`src/rtl/core/hrhs_pkg.sv`:
```
// Shared types, character codes and the header key for the HTTP request header scanner.
`default_nettype none

package hrhs_pkg;

  localparam int HEADER_MAX_DEF    = 4096;
  localparam int METHOD_BUFFER_DEF = 16;

  localparam int STATUS_W  = 2;
  localparam int MLEN_W    = 4;
  localparam int PATH_W    = 12;
  localparam int CLEN_W    = 32;
  localparam int KEY_IDX_W = 4;
  localparam int KEY_LEN   = 15;

  localparam logic [KEY_IDX_W-1:0] KEY_FAILED = 4'hF;

  localparam logic [7:0] CH_SPACE   = 8'h20;
  localparam logic [7:0] CH_TAB     = 8'h09;
  localparam logic [7:0] CH_LF      = 8'h0A;
  localparam logic [7:0] CH_VT      = 8'h0B;
  localparam logic [7:0] CH_FF      = 8'h0C;
  localparam logic [7:0] CH_CR      = 8'h0D;
  localparam logic [7:0] CH_PLUS    = 8'h2B;
  localparam logic [7:0] CH_MINUS   = 8'h2D;
  localparam logic [7:0] CH_ZERO    = 8'h30;
  localparam logic [7:0] CH_NINE    = 8'h39;
  localparam logic [7:0] CH_UPPER_A = 8'h41;
  localparam logic [7:0] CH_UPPER_Z = 8'h5A;
  localparam logic [7:0] CASE_SHIFT = 8'h20;

  localparam logic [CLEN_W-1:0] MAGNITUDE_CAP = 32'h8000_0000;
  localparam logic [CLEN_W-1:0] POSITIVE_MAX  = 32'h7FFF_FFFF;

  typedef enum logic [STATUS_W-1:0] {
    ST_OK          = 2'd0,
    ST_NO_METHOD   = 2'd1,
    ST_NO_PATH_END = 2'd2
  } status_t;

  typedef enum logic [1:0] {
    PH_SEARCH = 2'd0,
    PH_SKIP   = 2'd1,
    PH_DIGITS = 2'd2,
    PH_DONE   = 2'd3
  } phase_t;

  typedef struct packed {
    logic first_space;
    logic second_space;
    logic carriage_return;
    logic line_feed;
  } delim_flags_t;

  typedef struct packed {
    logic              found;
    logic              negative;
    logic [CLEN_W-1:0] magnitude;
  } clen_value_t;

  function automatic logic [7:0] key_char(input logic [KEY_IDX_W-1:0] idx);
    logic [7:0] c;
    unique case (idx)
      4'd0:    c = 8'h63;
      4'd1:    c = 8'h6F;
      4'd2:    c = 8'h6E;
      4'd3:    c = 8'h74;
      4'd4:    c = 8'h65;
      4'd5:    c = 8'h6E;
      4'd6:    c = 8'h74;
      4'd7:    c = 8'h2D;
      4'd8:    c = 8'h6C;
      4'd9:    c = 8'h65;
      4'd10:   c = 8'h6E;
      4'd11:   c = 8'h67;
      4'd12:   c = 8'h74;
      4'd13:   c = 8'h68;
      4'd14:   c = 8'h3A;
      default: c = 8'h00;
    endcase
    return c;
  endfunction

endpackage

`default_nettype wire

```
`src/rtl/core/hrhs_if.sv`:
```
// Valid/ready channel interfaces for header bytes and scan results.
`default_nettype none

interface hrhs_req_if;
  logic       valid;
  logic       ready;
  logic [7:0] header_byte;
  logic       final_byte;

  modport source (output valid, output header_byte, output final_byte, input ready);
  modport sink (input valid, input header_byte, input final_byte, output ready);
endinterface

interface hrhs_rsp_if;
  logic                                valid;
  logic                                ready;
  logic [hrhs_pkg::STATUS_W-1:0]       status;
  logic [hrhs_pkg::MLEN_W-1:0]         method_length;
  logic [hrhs_pkg::PATH_W-1:0]         path_offset;
  logic [hrhs_pkg::PATH_W-1:0]         path_length;
  logic signed [hrhs_pkg::CLEN_W-1:0]  body_length;

  modport source (output valid, output status, output method_length, output path_offset,
                  output path_length, output body_length, input ready);
  modport sink (input valid, input status, input method_length, input path_offset,
                input path_length, input body_length, output ready);
endinterface

`default_nettype wire

```
`src/rtl/core/hrhs_delim.sv`:
```
// Byte position counter and first space, second space, CR and LF position tracking.
`default_nettype none

module hrhs_delim #(
  parameter int HEADER_MAX = hrhs_pkg::HEADER_MAX_DEF
) (
  input  wire logic                           clk,
  input  wire logic                           rst,
  input  wire logic                           step,
  input  wire logic [7:0]                     header_byte,
  input  wire logic                           final_byte,
  output logic                                take,
  output hrhs_pkg::delim_flags_t              flags,
  output logic [$clog2(HEADER_MAX)-1:0]       raw_method_length,
  output logic [$clog2(HEADER_MAX)-1:0]       path_end
);

  localparam int CNT_W = $clog2(HEADER_MAX + 1);
  localparam int POS_W = $clog2(HEADER_MAX);

  logic [CNT_W-1:0]      byte_position;
  hrhs_pkg::delim_flags_t seen;
  logic [POS_W-1:0]      method_position;
  logic [POS_W-1:0]      second_space_position;
  logic [POS_W-1:0]      carriage_return_position;
  logic [POS_W-1:0]      line_feed_position;

  hrhs_pkg::delim_flags_t seen_next;
  logic [POS_W-1:0]      method_position_next;
  logic [POS_W-1:0]      second_space_position_next;
  logic [POS_W-1:0]      carriage_return_position_next;
  logic [POS_W-1:0]      line_feed_position_next;
  logic [POS_W-1:0]      pos;

  assign take = byte_position < CNT_W'(HEADER_MAX);
  assign pos  = byte_position[POS_W-1:0];

  always_comb begin
    seen_next                     = seen;
    method_position_next          = method_position;
    second_space_position_next    = second_space_position;
    carriage_return_position_next = carriage_return_position;
    line_feed_position_next       = line_feed_position;
    if (take) begin
      if (header_byte == hrhs_pkg::CH_SPACE) begin
        if (!seen.first_space) begin
          seen_next.first_space = 1'b1;
          method_position_next  = pos;
        end else if (!seen.second_space) begin
          seen_next.second_space     = 1'b1;
          second_space_position_next = pos;
        end
      end else if (header_byte == hrhs_pkg::CH_CR) begin
        if (seen.first_space && !seen.carriage_return) begin
          seen_next.carriage_return     = 1'b1;
          carriage_return_position_next = pos;
        end
      end else if (header_byte == hrhs_pkg::CH_LF) begin
        if (seen.first_space && !seen.line_feed) begin
          seen_next.line_feed     = 1'b1;
          line_feed_position_next = pos;
        end
      end
    end
  end

  always_ff @(posedge clk) begin
    if (rst || (step && final_byte)) begin
      byte_position <= '0;
      seen          <= '0;
    end else if (step) begin
      byte_position <= byte_position + CNT_W'(take);
      seen          <= seen_next;
    end
  end

  always_ff @(posedge clk) begin
    if (step) begin
      method_position          <= method_position_next;
      second_space_position    <= second_space_position_next;
      carriage_return_position <= carriage_return_position_next;
      line_feed_position       <= line_feed_position_next;
    end
  end

  assign flags             = seen_next;
  assign raw_method_length = method_position_next;

  always_comb begin
    if (seen_next.second_space) begin
      path_end = second_space_position_next;
    end else if (seen_next.carriage_return) begin
      path_end = carriage_return_position_next;
    end else begin
      path_end = line_feed_position_next;
    end
  end

endmodule

`default_nettype wire

```
`src/rtl/core/hrhs_clen.sv`:
```
// Content-Length key match and signed decimal value accumulation.
`default_nettype none

module hrhs_clen (
  input  wire logic                  clk,
  input  wire logic                  rst,
  input  wire logic                  step,
  input  wire logic                  take,
  input  wire logic [7:0]            header_byte,
  input  wire logic                  final_byte,
  output hrhs_pkg::clen_value_t      value
);

  localparam int PROD_W = hrhs_pkg::CLEN_W + 4;

  logic [hrhs_pkg::KEY_IDX_W-1:0] key_match_index;
  logic                           at_line_start;
  hrhs_pkg::phase_t               length_phase;
  logic                           length_negative;
  logic [hrhs_pkg::CLEN_W-1:0]    length_accumulator;

  logic [hrhs_pkg::KEY_IDX_W-1:0] key_match_index_next;
  logic                           at_line_start_next;
  hrhs_pkg::phase_t               length_phase_next;
  logic                           length_negative_next;
  logic [hrhs_pkg::CLEN_W-1:0]    length_accumulator_next;

  logic [7:0]                     lower;
  logic [hrhs_pkg::KEY_IDX_W-1:0] idx;
  logic [hrhs_pkg::KEY_IDX_W-1:0] idx_inc;
  logic                           blank;
  logic                           digit;
  logic [PROD_W-1:0]              product;
  logic [hrhs_pkg::CLEN_W-1:0]    accumulated;

  assign lower = (header_byte >= hrhs_pkg::CH_UPPER_A && header_byte <= hrhs_pkg::CH_UPPER_Z)
               ? header_byte + hrhs_pkg::CASE_SHIFT : header_byte;
  assign idx     = at_line_start ? '0 : key_match_index;
  assign idx_inc = idx + 1'b1;
  assign blank = header_byte == hrhs_pkg::CH_SPACE || header_byte == hrhs_pkg::CH_TAB ||
                 header_byte == hrhs_pkg::CH_LF || header_byte == hrhs_pkg::CH_CR ||
                 header_byte == hrhs_pkg::CH_VT || header_byte == hrhs_pkg::CH_FF;
  assign digit = header_byte >= hrhs_pkg::CH_ZERO && header_byte <= hrhs_pkg::CH_NINE;

  // Multiply by ten as two shifted copies, then cap the magnitude at 2^31.
  assign product = ({4'b0, length_accumulator} << 3) + ({4'b0, length_accumulator} << 1)
                 + PROD_W'(header_byte - hrhs_pkg::CH_ZERO);
  assign accumulated = (product > PROD_W'(hrhs_pkg::MAGNITUDE_CAP))
                     ? hrhs_pkg::MAGNITUDE_CAP : product[hrhs_pkg::CLEN_W-1:0];

  always_comb begin
    key_match_index_next    = key_match_index;
    at_line_start_next      = at_line_start;
    length_phase_next       = length_phase;
    length_negative_next    = length_negative;
    length_accumulator_next = length_accumulator;
    if (take) begin
      at_line_start_next = header_byte == hrhs_pkg::CH_LF;
      case (length_phase)
        hrhs_pkg::PH_SEARCH: begin
          if (idx < hrhs_pkg::KEY_IDX_W'(hrhs_pkg::KEY_LEN) && lower == hrhs_pkg::key_char(idx)) begin
            key_match_index_next = idx_inc;
            if (idx_inc == hrhs_pkg::KEY_IDX_W'(hrhs_pkg::KEY_LEN) && !final_byte) begin
              length_phase_next = hrhs_pkg::PH_SKIP;
            end
          end else begin
            key_match_index_next = hrhs_pkg::KEY_FAILED;
          end
        end
        hrhs_pkg::PH_SKIP: begin
          if (blank) begin
            length_phase_next = hrhs_pkg::PH_SKIP;
          end else if (header_byte == hrhs_pkg::CH_PLUS) begin
            length_phase_next = hrhs_pkg::PH_DIGITS;
          end else if (header_byte == hrhs_pkg::CH_MINUS) begin
            length_negative_next = 1'b1;
            length_phase_next    = hrhs_pkg::PH_DIGITS;
          end else if (digit) begin
            length_accumulator_next = accumulated;
            length_phase_next       = hrhs_pkg::PH_DIGITS;
          end else begin
            length_phase_next = hrhs_pkg::PH_DONE;
          end
        end
        hrhs_pkg::PH_DIGITS: begin
          if (digit) begin
            length_accumulator_next = accumulated;
          end else begin
            length_phase_next = hrhs_pkg::PH_DONE;
          end
        end
        default: begin
          length_phase_next = length_phase;
        end
      endcase
    end
  end

  always_ff @(posedge clk) begin
    if (rst || (step && final_byte)) begin
      key_match_index    <= '0;
      at_line_start      <= 1'b1;
      length_phase       <= hrhs_pkg::PH_SEARCH;
      length_negative    <= 1'b0;
      length_accumulator <= '0;
    end else if (step) begin
      key_match_index    <= key_match_index_next;
      at_line_start      <= at_line_start_next;
      length_phase       <= length_phase_next;
      length_negative    <= length_negative_next;
      length_accumulator <= length_accumulator_next;
    end
  end

  assign value.found     = length_phase_next != hrhs_pkg::PH_SEARCH;
  assign value.negative  = length_negative_next;
  assign value.magnitude = length_accumulator_next;

endmodule

`default_nettype wire

```
`src/rtl/core/http_request_header_scanner_unit.sv`:
```
// Top level of the HTTP request header scanner: input register, scan logic, result register.
`default_nettype none

// Takes one header byte per cycle, except while a final byte waits, and gives one result
// transaction for each header, after the byte marked final. A byte sits in the input
// register while the scan logic folds it into the scan state, and a final byte, when it is
// folded, also loads the result register, from which the result is offered.
// Only a final byte waits for the result register to be free; while a result is held, bytes
// of the next header keep flowing. Bytes past HEADER_MAX are not scanned, but their final
// flag still ends the header.
module http_request_header_scanner_unit #(
  parameter int HEADER_MAX    = hrhs_pkg::HEADER_MAX_DEF,
  parameter int METHOD_BUFFER = hrhs_pkg::METHOD_BUFFER_DEF
) (
  input  wire logic   clk,
  input  wire logic   rst,
  hrhs_req_if.sink    req,
  hrhs_rsp_if.source  rsp
);

  localparam int POS_W = $clog2(HEADER_MAX);
  localparam int EXT_W = (POS_W + 1 > hrhs_pkg::PATH_W) ? POS_W + 1 : hrhs_pkg::PATH_W;

  logic       stage_valid;
  logic [7:0] stage_byte;
  logic       stage_final;
  logic       step;
  logic       result_free;

  logic                   take;
  hrhs_pkg::delim_flags_t flags;
  logic [POS_W-1:0]       raw_method_length;
  logic [POS_W-1:0]       path_end;
  hrhs_pkg::clen_value_t  clen;

  logic                               result_valid;
  hrhs_pkg::status_t                  result_status;
  logic [hrhs_pkg::MLEN_W-1:0]        result_method_length;
  logic [hrhs_pkg::PATH_W-1:0]        result_path_offset;
  logic [hrhs_pkg::PATH_W-1:0]        result_path_length;
  logic [hrhs_pkg::CLEN_W-1:0]        result_body_length;

  hrhs_pkg::status_t                  status_next;
  logic [POS_W-1:0]                   method_clamped;
  logic [EXT_W-1:0]                   offset_ext;
  logic [EXT_W-1:0]                   length_ext;
  logic [hrhs_pkg::CLEN_W-1:0]        content_next;

  assign result_free = !result_valid || rsp.ready;
  assign step        = stage_valid && (!stage_final || result_free);
  assign req.ready   = !rst && (!stage_valid || step);

  always_ff @(posedge clk) begin
    if (rst) begin
      stage_valid <= 1'b0;
    end else if (req.ready) begin
      stage_valid <= req.valid;
    end
  end

  always_ff @(posedge clk) begin
    if (req.valid && req.ready) begin
      stage_byte  <= req.header_byte;
      stage_final <= req.final_byte;
    end
  end

  hrhs_delim #(
    .HEADER_MAX (HEADER_MAX)
  ) u_delim (
    .clk               (clk),
    .rst               (rst),
    .step              (step),
    .header_byte       (stage_byte),
    .final_byte        (stage_final),
    .take              (take),
    .flags             (flags),
    .raw_method_length (raw_method_length),
    .path_end          (path_end)
  );

  hrhs_clen u_clen (
    .clk         (clk),
    .rst         (rst),
    .step        (step),
    .take        (take),
    .header_byte (stage_byte),
    .final_byte  (stage_final),
    .value       (clen)
  );

  always_comb begin
    if (!flags.first_space || raw_method_length == '0) begin
      status_next = hrhs_pkg::ST_NO_METHOD;
    end else if (!(flags.second_space || flags.carriage_return || flags.line_feed)) begin
      status_next = hrhs_pkg::ST_NO_PATH_END;
    end else begin
      status_next = hrhs_pkg::ST_OK;
    end
  end

  assign method_clamped = (raw_method_length > POS_W'(METHOD_BUFFER - 1))
                        ? POS_W'(METHOD_BUFFER - 1) : raw_method_length;
  assign offset_ext = EXT_W'(raw_method_length) + 1'b1;
  assign length_ext = EXT_W'(path_end) - offset_ext;

  always_comb begin
    if (!clen.found) begin
      content_next = '0;
    end else if (clen.negative) begin
      content_next = '0 - clen.magnitude;
    end else if (clen.magnitude[hrhs_pkg::CLEN_W-1]) begin
      content_next = hrhs_pkg::POSITIVE_MAX;
    end else begin
      content_next = clen.magnitude;
    end
  end

  always_ff @(posedge clk) begin
    if (rst) begin
      result_valid <= 1'b0;
    end else if (step && stage_final) begin
      result_valid <= 1'b1;
    end else if (rsp.ready) begin
      result_valid <= 1'b0;
    end
  end

  always_ff @(posedge clk) begin
    if (step && stage_final) begin
      result_status <= status_next;
      if (status_next == hrhs_pkg::ST_OK) begin
        result_method_length <= method_clamped[hrhs_pkg::MLEN_W-1:0];
        result_path_offset   <= offset_ext[hrhs_pkg::PATH_W-1:0];
        result_path_length   <= length_ext[hrhs_pkg::PATH_W-1:0];
        result_body_length   <= content_next;
      end else begin
        result_method_length <= '0;
        result_path_offset   <= '0;
        result_path_length   <= '0;
        result_body_length   <= '0;
      end
    end
  end

  assign rsp.valid         = result_valid;
  assign rsp.status        = result_status;
  assign rsp.method_length = result_method_length;
  assign rsp.path_offset   = result_path_offset;
  assign rsp.path_length   = result_path_length;
  assign rsp.body_length   = result_body_length;

endmodule

`default_nettype wire

```
`src/flat_wrapper.sv`:
```
// flat-port wrapper written by rule: the top's interface ports become plain ports
module http_request_header_scanner_unit_flat 
#(
  parameter int HEADER_MAX    = hrhs_pkg::HEADER_MAX_DEF,
  parameter int METHOD_BUFFER = hrhs_pkg::METHOD_BUFFER_DEF
)
  (clk, rst, req_valid, req_header_byte, req_final_byte, req_ready, rsp_valid, rsp_status, rsp_method_length, rsp_path_offset, rsp_path_length, rsp_body_length, rsp_ready);
  hrhs_req_if req_i ();
  hrhs_rsp_if rsp_i ();
  input  wire logic clk;
  input  wire logic rst;
  input wire logic [$bits(req_i.valid)-1:0] req_valid;
  input wire logic [$bits(req_i.header_byte)-1:0] req_header_byte;
  input wire logic [$bits(req_i.final_byte)-1:0] req_final_byte;
  output wire logic [$bits(req_i.ready)-1:0] req_ready;
  output wire logic [$bits(rsp_i.valid)-1:0] rsp_valid;
  output wire logic [$bits(rsp_i.status)-1:0] rsp_status;
  output wire logic [$bits(rsp_i.method_length)-1:0] rsp_method_length;
  output wire logic [$bits(rsp_i.path_offset)-1:0] rsp_path_offset;
  output wire logic [$bits(rsp_i.path_length)-1:0] rsp_path_length;
  output wire logic [$bits(rsp_i.body_length)-1:0] rsp_body_length;
  input wire logic [$bits(rsp_i.ready)-1:0] rsp_ready;
  assign req_i.valid = req_valid;
  assign req_i.header_byte = req_header_byte;
  assign req_i.final_byte = req_final_byte;
  assign req_ready = req_i.ready;
  assign rsp_valid = rsp_i.valid;
  assign rsp_status = rsp_i.status;
  assign rsp_method_length = rsp_i.method_length;
  assign rsp_path_offset = rsp_i.path_offset;
  assign rsp_path_length = rsp_i.path_length;
  assign rsp_body_length = rsp_i.body_length;
  assign rsp_i.ready = rsp_ready;
  http_request_header_scanner_unit #(.HEADER_MAX(HEADER_MAX), .METHOD_BUFFER(METHOD_BUFFER)) u_core (.clk(clk), .rst(rst), .req(req_i), .rsp(rsp_i));
endmodule
```
`config.mk`:
```
export PLATFORM = sky130hd
export DESIGN_NAME = http_request_header_scanner_unit_flat
export DESIGN_NICKNAME = d
export VERILOG_FILES = /design/src/rtl/core/hrhs_pkg.sv /design/src/rtl/core/hrhs_if.sv /design/src/rtl/core/hrhs_delim.sv /design/src/rtl/core/hrhs_clen.sv /design/src/rtl/core/http_request_header_scanner_unit.sv /design/src/flat_wrapper.sv
export SDC_FILE = /design/constraint.sdc
export NUM_CORES = 1
export LEC_CHECK = 0
export ABC_AREA = 1
export BUFFER_PORTS_ARGS = -buffer_cell sky130_fd_sc_hd__buf_2
export CAP_MARGIN = 20
export CORE_ASPECT_RATIO = 1.25
export CORE_MARGIN = 2
export CORE_UTILIZATION = 55
export DETAILED_ROUTE_END_ITERATION = 10
export HOLD_SLACK_MARGIN = 0.06
export PLACE_DENSITY = 0.73
export SLEW_MARGIN = 0
export SYNTH_ARGS = -nofsm -noshare
export SYNTH_HDL_FRONTEND = slang
export SYNTH_SLANG_ARGS = --single-unit
```
`constraint.sdc`:
```
create_clock -name clk -period 6.6 [get_ports clk]
set_input_delay 0 -clock clk [delete_from_list [all_inputs] [get_ports clk]]
set_output_delay 0 -clock clk [all_outputs]
set_load 0.02 [all_outputs]
```
==> Word-level counts from Yosys, hierarchy flattened <==
Memory sizes are Yosys's and may differ from the RTL's.
Cells that the tools add are included.
Widths: inputs -> output; s select.
{ "op_classes": {"n_eq_ne": 12, "n_reduce_logical": 37, "n_mux": 60, "magnitude_cmp": 8, "addsub": 9} }
{ "ops": {"columns": ["op", "count"], "rows": [
  ["$mux 32", 7],
  ["$mux 12", 18],
  ["$pmux 32 s2", 1],
  ["$eq 8x4->1 const B", 5],
  ["$add 35x33->36", 1],
  ["$add 36x36->36", 1],
  ["$gt 36x32->1 const B", 1],
  ["$sub 1x32->32 const A", 1],
  ["$mux 31", 1],
  ["$eq 8x6->1 const B", 3],
  ["$mux 8", 3],
  ["$mux 2", 9],
  ["$mux 1", 16],
  ["$mux 4", 4],
  ["$add 13x1->13", 1],
  ["$lt 13x13->1 const B", 1],
  ["$add 12x1->12 const B", 1],
  ["$gt 12x4->1 const B", 1],
  ["$logic_not 12->1", 1],
  ["$logic_or 1x1->1", 12],
  ["$sub 12x12->12", 1],
  ["$logic_and 1x1->1", 10],
  ["$sub 8x6->9 const B", 1],
  ["$add 8x6->8 const B", 1],
  ["16 further kinds", 25]
]} }
{ "totals": {"register_bits": 178, "in_bits": 13, "out_inout_bits": 64, "n_memories": 1, "word_cells": 150, "mem_bits_ro": 112} }
{ "mem_list": {"columns": ["name", "words", "word_bits", "read_ports", "rd_clocked_by_memory_dff", "write_ports", "line_no", "source"], "rows": [
  ["(name not given)", 16, 7, 1, 0, 0, "hrhs_pkg.sv:63", "unique case (idx)"]
]} }

==> Logic depth before layout (Yosys ltp) <==
Gate-level depths: netlist (run 1).
{ "logic_depth": {"word_depth": 13, "mapped_depth": 39, "depth_no_buf": 38} }

==> Cells and area by module <==
From an unflattened synthesis (run 1), not the netlist that was laid out.
{ "unflattened": {"cells_unflattened": 2432, "area_unflattened_um2": 16378.2} }
{ "modules_own_cells": {"columns": ["mod", "cells_each", "area_each_um2", "seq_area_each_um2", "n_inst"], "rows": [
  ["hrhs_clen", 1367, 7922.6, 800.8, 1],
  ["http_request_header_scanner_unit", 519, 4533.1, 2172.1, 1],
  ["hrhs_delim", 546, 3922.5, 1781.7, 1]
]} }

==> Worst setup path before layout (run 1) <==
Ideal clock, no wire load.
{ "synth_path": {"path_type": "register to register", "start": "register u_core.stage_byte[4]", "end": "register u_core.result_body_length, in the netlist u_core.rsp.body_length[16], data pin", "path_buffers": 3, "setup_ns": 0.255, "t_required_ns": 6.345, "synth_period_minus_slack_ns": 5.975, "arrival_ns": 5.720, "setup_slack_ns": 0.625, "stages_incl_launch_ff": 37, "cell_sequence": "edfxtp_1 > ha_1 > nor2_1 > inv_1 > fa_1 > inv_1 > ha_1 > nand2_1 > inv_1 > nand2_1 > nand2_1 > a21oi_1 > nand2_1 > nand2_1 > nand2_1 > nor2_1 > nand2_1 > nor2_1 > nand2_1 > nor2_1 > nand2_1 > nand2_2 > buf_6 > nand2_4 > buf_6 > o22ai_2 > nand2_1 > nand2_1 > nand2_2 > ha_1 > nand3_1 > nor2_1 > nand2_1 > nand2_2 > buf_6 > o21ai_0 > nor2_1"} }
{ "synth_between": {"elab_chain_len": 12, "word_cells_on_any_way": 67, "classes_between": "4 x add/sub; 5 x order compare; 9 x eq/ne; 33 x mux; 16 x reduce/logical"} }
{ "synth_rtl": {"columns": ["element", "line_no", "source"], "rows": [
  ["from (decl)", "http_request_header_scanner_unit.sv:25", "logic [7:0] stage_byte;"],
  ["from (signal assigned)", "http_request_header_scanner_unit.sv:63", "stage_byte <= req.header_byte;"],
  ["$sub 8x6->9", "hrhs_clen.sv:47", "+ PROD_W'(header_byte - hrhs_pkg::CH_ZERO);"],
  ["$add 36x36->36", "hrhs_clen.sv:47", null],
  ["$gt 36x32->1", "hrhs_clen.sv:48", "assign accumulated = (product > PROD_W'(hrhs_pkg::MAGNITUDE_CAP))"],
  ["$mux 32", "hrhs_clen.sv:49", "? hrhs_pkg::MAGNITUDE_CAP : product[hrhs_pkg::CLEN_W-1:0];"],
  ["$mux 32", "hrhs_clen.sv:78, hrhs_clen.sv:86", null],
  ["$mux 32", "hrhs_clen.sv:75", "end else if (header_byte == hrhs_pkg::CH_MINUS) begin"],
  ["$mux 32", "hrhs_clen.sv:73", "end else if (header_byte == hrhs_pkg::CH_PLUS) begin"],
  ["$mux 32", "hrhs_clen.sv:71", "if (blank) begin"],
  ["$pmux 32 s2", "hrhs_clen.sv:59", "case (length_phase)"],
  ["$mux 32", "hrhs_clen.sv:57", "if (take) begin"],
  ["$sub 1x32->32 / $mux 31 (equally long branches)", "http_request_header_scanner_unit.sv:111, http_request_header_scanner_unit.sv:112", null],
  ["$mux 32", "http_request_header_scanner_unit.sv:110", "end else if (clen.negative) begin"],
  ["to (signal assigned)", "http_request_header_scanner_unit.sv:136", "result_body_length <= content_next;"],
  ["to (decl)", "http_request_header_scanner_unit.sv:41", "logic [hrhs_pkg::CLEN_W-1:0] result_body_length;"]
]} }
Parallel ways exist; a longest one is shown, timed or not.
A chain may end at the register's enable or synchronous reset.

==> Final worst setup path (run 1) <==
{ "layout_path": {"start": "register u_core.stage_byte[4]", "end": "register u_core.result_body_length, in the netlist u_core.rsp.body_length[30], data pin"} }
The elaborated chain is that of the path after synthesis.

==> metrics, run 1 <==
H-tree levels=4; P_leak=7.524 nW; Setup Viol. Count Final=0; die height=roughly 190 µm; vias=around 14k; total CTS buffers=17; Max Freq=roughly 0.17 GHz; drt drc=0; Syn Area/Cell=roughly 6.8 µm²; PostCTS Resize Cnt=0; First DRT Iteration DRCs=just under 1k; total track usage=0.3062; clock skew=roughly 12 ps; clock slew at reported path FFs=approximately 70 ps; Multi-input gate area=8238 µm²; worst-path fanout max=27; Placement Cell Area=roughly 15000 µm²; Fin. Hold Viols=0; Synth area leader=edfxtp_1; Pwr Total=roughly 0.0031 W; NumNets Final=2292; GP Congestion=~1.0; Warnings, synthesis=0; port bufs=between 70 and 80; #FFs+latches synth=about 180; DR WL/cell=~16 µm; outcome=finished, final reports clean; worst-case clock buffer depth=2; CP startpoint kind=flip-flop; GR Util met3=0.03202; Fill cells=about 2.4k; initial antenna violation count=0; reg-to-reg slack, setup=about 680 ps; Critical Path Slowest Stage Cell=fa_1; Setup TNS Final=0 ps; grt met2 use=0.5412; ys flop type=edfxtp_1; worst setup path start=u_core.stage_byte[4]$_DFFE_PP_; crit path DAT=between 6000 and 7000 ps; core area=roughly 26000 µm²; global-route wire length before repair=approximately 67 mm; Routed Antenna Nets=0; crit path kind=flip-flop to flip-flop; area grow syn2layout=8.664%; clk sinks=between 150 and 200; unrepaired setup endpoints after global routing=no; Worst R2R Start=u_core.stage_byte[4]$_DFFE_PP_; # diodes=0; Slew Limit Fails=0; latest clock arrival within the worst-skew pair=around 440 ps; Hold Crit Class=input pin to flip-flop; worst slew pin tran=995.3 ps; routed vias/inst=roughly 5.5; fin cells=about 2.5k; hpwl dp=approximately 32 mm; Hold Buf Count CTS=12; drt pass-1 iters=5; FF/Latch Area=4755 µm²; Overflow after GRT=0; fin crit share=0.8971; synthesized area=between 10000 and 15000 µm²; gr busiest metal=met2; sequential share of the synthesized area=0.3283; GR Layer Usage met1=0.3636; Synth Net Count=about 2.2k; largest net degree at the start of global routing=84; Die Area=~28000 µm²; r2r worst-path depth=34; final worst path period need=between 5000 and 6000 ps; CTS root buffer=clkbuf_16; crit path to=u_core.rsp.body_length[30]$_SDFFCE_PN0P_; ys async rst share=0; vias in the first global route=between 10k and 15k; row count=66; Ports=77; Hold WS=99.03 ps; Routed WL=a little over 40 mm; placed cell count=between 2k and 2.5k; cell area after layout=around 16000 µm²; CTS tree=built; setup bufs post-CTS=0; CP required=between 6000 and 7000 ps; Max Cap Viol=0; Synth Instances=~2.1k; most used cell, CP=nand2_1; share of layout cells above drive strength 1=0.08672; CP endpoint kind=flip-flop; Synth top area share=0.2467; synth unique cells=50; initial core utilization=0.5586; Worst VDD drop=~140 µV; ranking of synthesized cells by area=edfxtp_1 (25%), nand2_1 (16%), dfxtp_1 (8.2%); Pwr per Cell Area=approximately 200 nW/µm²; Rel. slew slack=0.3357; Die X=roughly 150 µm; Largest stage delay, worst path=~500 ps; EDFF count, synth=between 100 and 150; terminus of the critical flop-to-flop path=u_core.rsp.body_length[30]$_SDFFCE_PN0P_
-- cells by family after synthesis --
family / Yosys count / synth area share
adder cells (fa/ha/maj): 101 / 0.1038
XOR/XNOR: 27 / 0.01633
flip-flops: 178 / 0.3283
buffers and inverters: 378 / 0.1031
AND/OR/NAND/NOR: 1045 / 0.3027
AO/OA/AOI/OAI: 393 / 0.1457
-- flip-flops by register name (all words and copies together) (netlist names), 8 cells and up --
signal                                   count
u_core.u_delim.byte_position                13
u_core.u_delim.line_feed_position           12
u_core.u_delim.carriage_return_position     12
u_core.rsp.path_offset                      12
u_core.u_clen.length_accumulator            32
u_core.u_delim.method_position              12
u_core.rsp.path_length                      12
u_core.stage_byte                            8
u_core.u_delim.second_space_position        12
u_core.rsp.body_length                      32
-- cell type report --
type	instances	area share
Clock buffer	22	0.02886
Clock inverter	10	0.004929
Inverter	311	0.07425
Multi-Input combinational cell	1566	0.5234
Sequential cell	178	0.3021
Tap cell	340	0.02703
Timing Repair Buffer	104	0.03943
-- per-layer routing --
| metal | vias to the layer above | share of wire |
|---|---|---|
| li1 | 7002 | - |
| met1 | 6364 | 0.40 |
| met2 | 477 | 0.49 |
| met3 | 102 | 0.050 |
| met4 | 0 | 0.052 |
| met5 | - | 0 |
-- where the power goes --
part           internal [W]  switching, W
registers           0.00123     0.0000483
logic              0.000278      0.000594
clock network      0.000496      0.000444
total               0.00200       0.00109
-- synthesized netlist by cell type, types with 3 or more instances --
cell	count
nand2_2	12
nor3_2	7
nor2_2	9
a211oi_1	7
nand3_1	93
inv_1	300
nand3b_1	5
buf_4	4
or2_2	23
ha_1	69
buf_6	7
xor2_1	19
nor4_1	5
dfxtp_1	59
o21ai_0	175
nor3_1	22
o22ai_1	16
a21oi_1	129
o21a_1	5
nand3_2	3
xnor2_1	8
nor2_1	224
clkbuf_1	50
inv_2	7
nand4_1	28
edfxtp_1	119
o21ai_1	18
a21o_1	3
clkinv_1	4
nand2_1	604
buf_2	5
fa_1	32
o211ai_1	6
a31oi_1	22
o21bai_1	5
-- critical path: cells and delay by family, from the launching register on --
kind                       cells  cell delay (ps)
AOI/OAI and AO/OA              1              190
adders and majority gates      4             1440
buffers and inverters          4              640
DFF                            1              490
and+or+nand+nor               25             2870
-- per-stage QoR --
stage	util	worst slack, ps
floorplan	-	624.8
global route	0.6070	38.06
CTS	0.6070	728.1
finish	0.6070	679.2
detailed placement	0.5818	767.1
global placement	0.5818	889.9
-- placed cells by master (no fill, tap or decap), types with 18 or more instances in the layout --
cell / n
nor2_1: 223
nor3_1: 22
inv_1: 299
o21ai_0: 175
ha_1: 69
or2_2: 23
a21oi_1: 129
nand4_1: 28
xor2_1: 19
buf_2: 76
dfxtp_1: 59
edfxtp_1: 119
nand3_1: 93
fa_1: 32
nand2_1: 604
a31oi_1: 22
o21ai_1: 18
-- worst min path at each step --
stage | cells past startpoint | from | slack, ps | to
floorplan | 1 | rst | 70 | u_core.stage_valid$_SDFFE_PP0P_
global placement | 2 | rst | 170 | u_core.stage_valid$_SDFFE_PP0P_
detailed placement | 1 | req_header_byte[7] | 180 | u_core.stage_byte[7]$_DFFE_PP_
CTS | 3 | req_valid | 100 | u_core.stage_final$_DFFE_PP_
global route | 3 | req_valid | 120 | u_core.stage_final$_DFFE_PP_
finish | 3 | req_valid | 100 | u_core.stage_final$_DFFE_PP_
No activity file was read; power rests on OpenSTA's default activity.
==> run 2: changes to the inputs <==
--- a/config.mk
+++ b/config.mk
@@ -6,7 +6,7 @@
 export NUM_CORES = 1
 export LEC_CHECK = 0
 export ABC_AREA = 1
-export BUFFER_PORTS_ARGS = -buffer_cell sky130_fd_sc_hd__buf_2
+export BUFFER_PORTS_ARGS = -buffer_cell sky130_fd_sc_hd__buf_4
 export CAP_MARGIN = 20
 export CORE_ASPECT_RATIO = 1.25
 export CORE_MARGIN = 2
==> metrics, run 2 (synthesis gave the netlist of run 1 again) <==
Die Area=27660 µm² (unchanged); Worst VDD drop=156.0 µV (+14%); fin crit share=0.9021 (+0.005044); Ports=77 (unchanged); reg-to-reg slack, setup=650 ps (-30 ps); latest clock arrival within the worst-skew pair=450 ps (about the same); largest net degree at the start of global routing=84 (unchanged); routed vias/inst=5.554 (+0.81%); NumNets Final=2293 (+0.044%); Max Cap Viol=0 (unchanged); core area=25930 µm² (unchanged); Largest stage delay, worst path=500 ps (about the same); Rel. slew slack=0.3444 (+0.008654); clock slew at reported path FFs=70 ps (about the same); Overflow after GRT=0 (unchanged); drt pass-1 iters=6 (+1); Critical Path Slowest Stage Cell=edfxtp_1; area grow syn2layout=11.20%; vias in the first global route=13.05k (-1.1%); initial antenna violation count=0 (unchanged); worst path bufs/invs=4 (unchanged); crit path DAT=6160 ps (+40 ps); CTS tree=built; initial core utilization=0.5586 (unchanged); Routed Antenna Nets=0 (unchanged); crit path kind=flip-flop to flip-flop; Routed WL=41.98 mm (+1.3%); CP required=6810 ps (about the same); Fin. Hold Viols=0 (unchanged); total CTS buffers=17 (unchanged); worst setup path start=u_core.stage_byte[4]$_DFFE_PP_; hold_sp=req_valid; global-route wire length before repair=66.97 mm (+0.34%); setup bufs post-CTS=0 (unchanged); clk sinks=178 (unchanged); row count=66 (unchanged); clock skew=12.68 ps (+0.3533 ps); commonest non-fill, non-tap cells in the layout=nand2_1 (604), inv_1 (299), nor2_1 (223); Setup TNS Final=0 ps (unchanged); CP top delay family=simple AND/OR/NAND/NOR gates; H-tree levels=4 (unchanged); port bufs=76 (unchanged); worst-case clock buffer depth=2 (unchanged); CP endpoint kind=flip-flop; GP Congestion=0.9809 (-2.0%); Pwr per Cell Area=208.6 nW/µm² (+6.4%); CP startpoint kind=flip-flop; # diodes=0 (unchanged); Die X=149.1 µm (unchanged); total track usage=0.3085 (+0.002242); unrepaired setup endpoints after global routing=no; First DRT Iteration DRCs=1008 (+1.6%); vias=14.06k (+0.85%); P_leak=7.693 nW (+2.3%); Setup Viol. Count Final=0 (unchanged); worst slew pin tran=982.3 ps (-12.97 ps); drt drc=0 (unchanged); DR WL/cell=16.58 µm (+1.2%); placed cell count=2488 (+0.040%); CTS root buffer=clkbuf_16; fin cells=2532 (+0.040%); Hold Crit Class=input pin to flip-flop; outcome=finished, final reports clean; Hold WS=116.6 ps (+17.60 ps); Max Freq=0.1680 GHz (-0.56%); worst-path fanout max=27 (unchanged); most used cell, CP=nand2_1; share of layout cells above drive strength 1=0.08942 (+0.002698); die height=185.4 µm (unchanged); Slew Limit Fails=0 (unchanged); Worst R2R Start=u_core.stage_byte[4]$_DFFE_PP_; hpwl dp=32.42 mm (+0.63%); final worst path period need=5954 ps (+33.29 ps); commonest non-fill, non-tap cell in the layout=nand2_1
run 2: cell count changes in the layout (fill, tap and decap cells not counted), sizes merged:
cell	change
clkinvlp	-3
clkbuf	-5
inv	+1
clkinv	+1
bufinv	+6
buf	+1
run 2: layer usage:
metal,routed length (µm),GRT usage
met1,17040,0.3726
met2,20960,0.5508
met3,2065,0.02956
met4,1910,0.1467
met5,0,0
run 2: per-stage QoR:
stage / power, W / utilization / setup slack [ps] / area [µm²]
3_5_place_dp: 0.002158 / 0.5895 / 746.8 / 15280
6_report: 0.003360 / 0.6211 / 645.9 / 16110
3_3_place_gp: 0.002141 / 0.5895 / 853.8 / 15280
4_1_cts: 0.003356 / 0.6211 / 717.8 / 16110
5_1_grt: 0.003526 / 0.6211 / 203.9 / 16110
2_1_floorplan: 0.001942 / - / 624.8 / 14480
run 2: area by class of cell:
type,count,area (µm²)
fill,2412,9824
multi-input combinational,1566,8238
sequential,178,4755
inverter,311,1169
timing repair buffer,105,818.3
clock buffer,17,425.4
tap,340,425.4
clock inverter,15,275.3
run 2: worst min-delay path, cell delays in order:
cell and delay (ps):
buf_4 110, inv_1 60, nor2_1 180
run 2: worst paths after layout:
kind | endpoint | cells past startpoint
setup / recovery | u_core.rsp.body_length[30]$_SDFFCE_PN0P_ | 34
hold / removal | u_core.stage_final$_DFFE_PP_ | 3
setup reg to reg | u_core.rsp.body_length[30]$_SDFFCE_PN0P_ | 34
hold reg to reg | u_core.u_clen.length_negative$_SDFFE_PP0P_ | 2
run 2: power by group:
part / internal [W] / leakage [nW] / switching [W]
sequential: 0.00123 / 1.57 / 0.0000484
clock: 0.000725 / 0.341 / 0.000480
combinational: 0.000286 / 5.78 / 0.000594
run 2: timing repair:
| item | CTS | global route |
|---|---|---|
| resized for setup | 0 | 0 |
| hold buffers | 12 | 0 |
| hold endpoints to repair | 11 | 0 |
==> run 3: changes to the inputs <==
--- a/config.mk
+++ b/config.mk
@@ -8,12 +8,14 @@
 export ABC_AREA = 1
 export BUFFER_PORTS_ARGS = -buffer_cell sky130_fd_sc_hd__buf_4
 export CAP_MARGIN = 20
+export CELL_PAD_IN_SITES_DETAIL_PLACEMENT = 1
+export CELL_PAD_IN_SITES_GLOBAL_PLACEMENT = 2
 export CORE_ASPECT_RATIO = 1.25
 export CORE_MARGIN = 2
-export CORE_UTILIZATION = 55
+export CORE_UTILIZATION = 36
 export DETAILED_ROUTE_END_ITERATION = 10
 export HOLD_SLACK_MARGIN = 0.06
-export PLACE_DENSITY = 0.73
+export PLACE_DENSITY = 0.86
 export SLEW_MARGIN = 0
 export SYNTH_ARGS = -nofsm -noshare
 export SYNTH_HDL_FRONTEND = slang
==> metrics, run 3 (synthesis gave the netlist of run 1 again) <==
outcome=finished, final reports clean; global-route wire length before repair=80.61 mm (+20%); commonest non-fill, non-tap cells in the layout=nand2_1 (604), inv_1 (299), nor2_1 (223); port bufs=76 (unchanged); row count=82 (+24%); crit path kind=flip-flop to flip-flop; initial antenna violation count=0 (unchanged); Fill cells=5167 (+110%); Setup TNS Final=0 ps (unchanged); worst setup slack after layout=588.4 ps (-57.56 ps); Fin. Hold Viols=0 (unchanged); share of layout cells above drive strength 1=0.09107 (+0.001659); largest net degree at the start of global routing=81 (-3.6%); Die X=183.4 µm (+23%); Routed WL=50.50 mm (+20%); worst path bufs/invs=4 (unchanged); vias in the first global route=14.58k (+12%); Net Sw Frac=0.3757 (+0.04163); total CTS buffers=17 (unchanged); H-tree levels=4 (unchanged); latest clock arrival within the worst-skew pair=460 ps (about the same); worst-case clock buffer depth=2 (unchanged); part of the power in registers=0.391 (+0.011); area grow syn2layout=12.32%; final worst path period need=6012 ps (+57.55 ps); core area=39910 µm² (+54%); P_leak=7.673 nW (-0.26%); setup bufs post-CTS=0 (unchanged); CP startpoint kind=flip-flop; die height=228.3 µm (+23%); Critical Path Slowest Stage Cell=fa_1; drt pass-1 iters=4 (-2); Max Freq=0.1663 GHz (-0.96%); clock power share=0.320 (-0.039); hpwl dp=39.80 mm (+23%); Ports=77 (unchanged); CP top delay family=simple AND/OR/NAND/NOR gates; Slew Limit Fails=0 (unchanged); CTS root buffer=clkbuf_16; DR WL/cell=18.70 µm (+13%); Routed Antenna Nets=0 (unchanged); First DRT Iteration DRCs=823 (-18%); CP endpoint kind=flip-flop; Int Pwr=0.002038 W (-8.9%); most used cell, CP=nand2_1; Max Cap Viol=0 (unchanged); fin crit share=0.9109 (+0.008720); Worst VDD drop=169.8 µV (+8.8%); worst slew pin tran=998.3 ps (+16.00 ps); unrepaired setup endpoints after global routing=no; CP required=6810 ps (about the same); Place WS=584.4 ps (-162.4 ps); Setup Viol. Count Final=0 (unchanged); routed vias/inst=5.226 (-5.9%); Layout Utilization=0.4076 (-0.2135); commonest non-fill, non-tap cell in the layout=nand2_1; # diodes=0 (unchanged); crit path DAT=6220 ps (+60 ps); initial core utilization=0.3629 (-0.1957); NumNets Final=2297 (+0.17%); Rel. slew slack=0.3337 (-0.01068); Hold Crit Class=input pin to flip-flop; drt drc=0 (unchanged); clock slew at reported path FFs=80 ps (about the same); Pwr per Cell Area=200.7 nW/µm² (-3.8%); vias=14.11k (+0.33%); total track usage=0.2446 (-0.06391); Overflow after GRT=0 (unchanged); switching power=0.001227 W (+9.3%); clk sinks=178 (unchanged); GP Congestion=0.9178 (-6.4%); clock skew=13.29 ps (+0.6138 ps); CTS tree=built; Comb pwr share=0.289 (+0.027); Die Area=41860 µm² (+51%); Largest stage delay, worst path=500 ps (about the same); worst-path fanout max=27 (unchanged)
[run 3: power groups by stage]
stage	clock (W)	combinational (W)	sequential [W]
after floorplan	0	0.000646	0.00130
after global placement	0	0.000909	0.00130
after detailed placement	0	0.000926	0.00130
after CTS	0.00107	0.000937	0.00128
after global routing	0.00110	0.00106	0.00128
final	0.00105	0.000943	0.00128
[run 3: worst min-delay path: cells and delay by family]
kind	cells	cell delay, ps
buf+inv	2	170
simple gates	1	180
[run 3: layout make-up]
cell class,count,area (µm²),share of cell area
multi-input cells,1566,8238,0.5064
flip-flops and latches,178,4755,0.2923
inverters,311,1169,0.07184
repair buffers,109,872.1,0.05361
well taps,504,630.6,0.03876
clock buffers,17,425.4,0.02615
clock inverters,15,178.9,0.01100
[run 3: worst paths after layout]
check,start,end,slack (ps),depth (start not counted)
worst max-delay path,u_core.stage_byte[4]$_DFFE_PP_,u_core.rsp.body_length[30]$_SDFFCE_PN0P_,590,34
worst min-delay path,req_valid,u_core.stage_final$_DFFE_PP_,110,3
worst max register to register,u_core.stage_byte[4]$_DFFE_PP_,u_core.rsp.body_length[30]$_SDFFCE_PN0P_,590,34
worst min register to register,u_core.u_clen.length_negative$_SDFFE_PP0P_,u_core.u_clen.length_negative$_SDFFE_PP0P_,470,2
[run 3: what timing repair did]
item	in CTS	in global routing
endpoints found under the setup margin	0	3
resized for setup	0	1
hold buffers	12	0
hold endpoints to repair	11	0
[run 3: metrics by stage]
stage                     hold slack [ps]  total power (W)  instance area [µm²]  instances
after floorplan                     69.07         0.001942                14480       2122
after global placement              168.3         0.002209                15510       2655
after detailed placement            174.4         0.002228                15510       2655
after CTS                           92.71         0.003280                16240       2699
after global routing                133.0         0.003446                16270       2700
final                               111.3         0.003265                16270       2700
[run 3: layer usage]
metal | part of all wire | track usage
met5 | 0 | 0
met4 | 0.024 | 0.07675
met3 | 0.022 | 0.02155
met2 | 0.51 | 0.4369
met1 | 0.45 | 0.3093
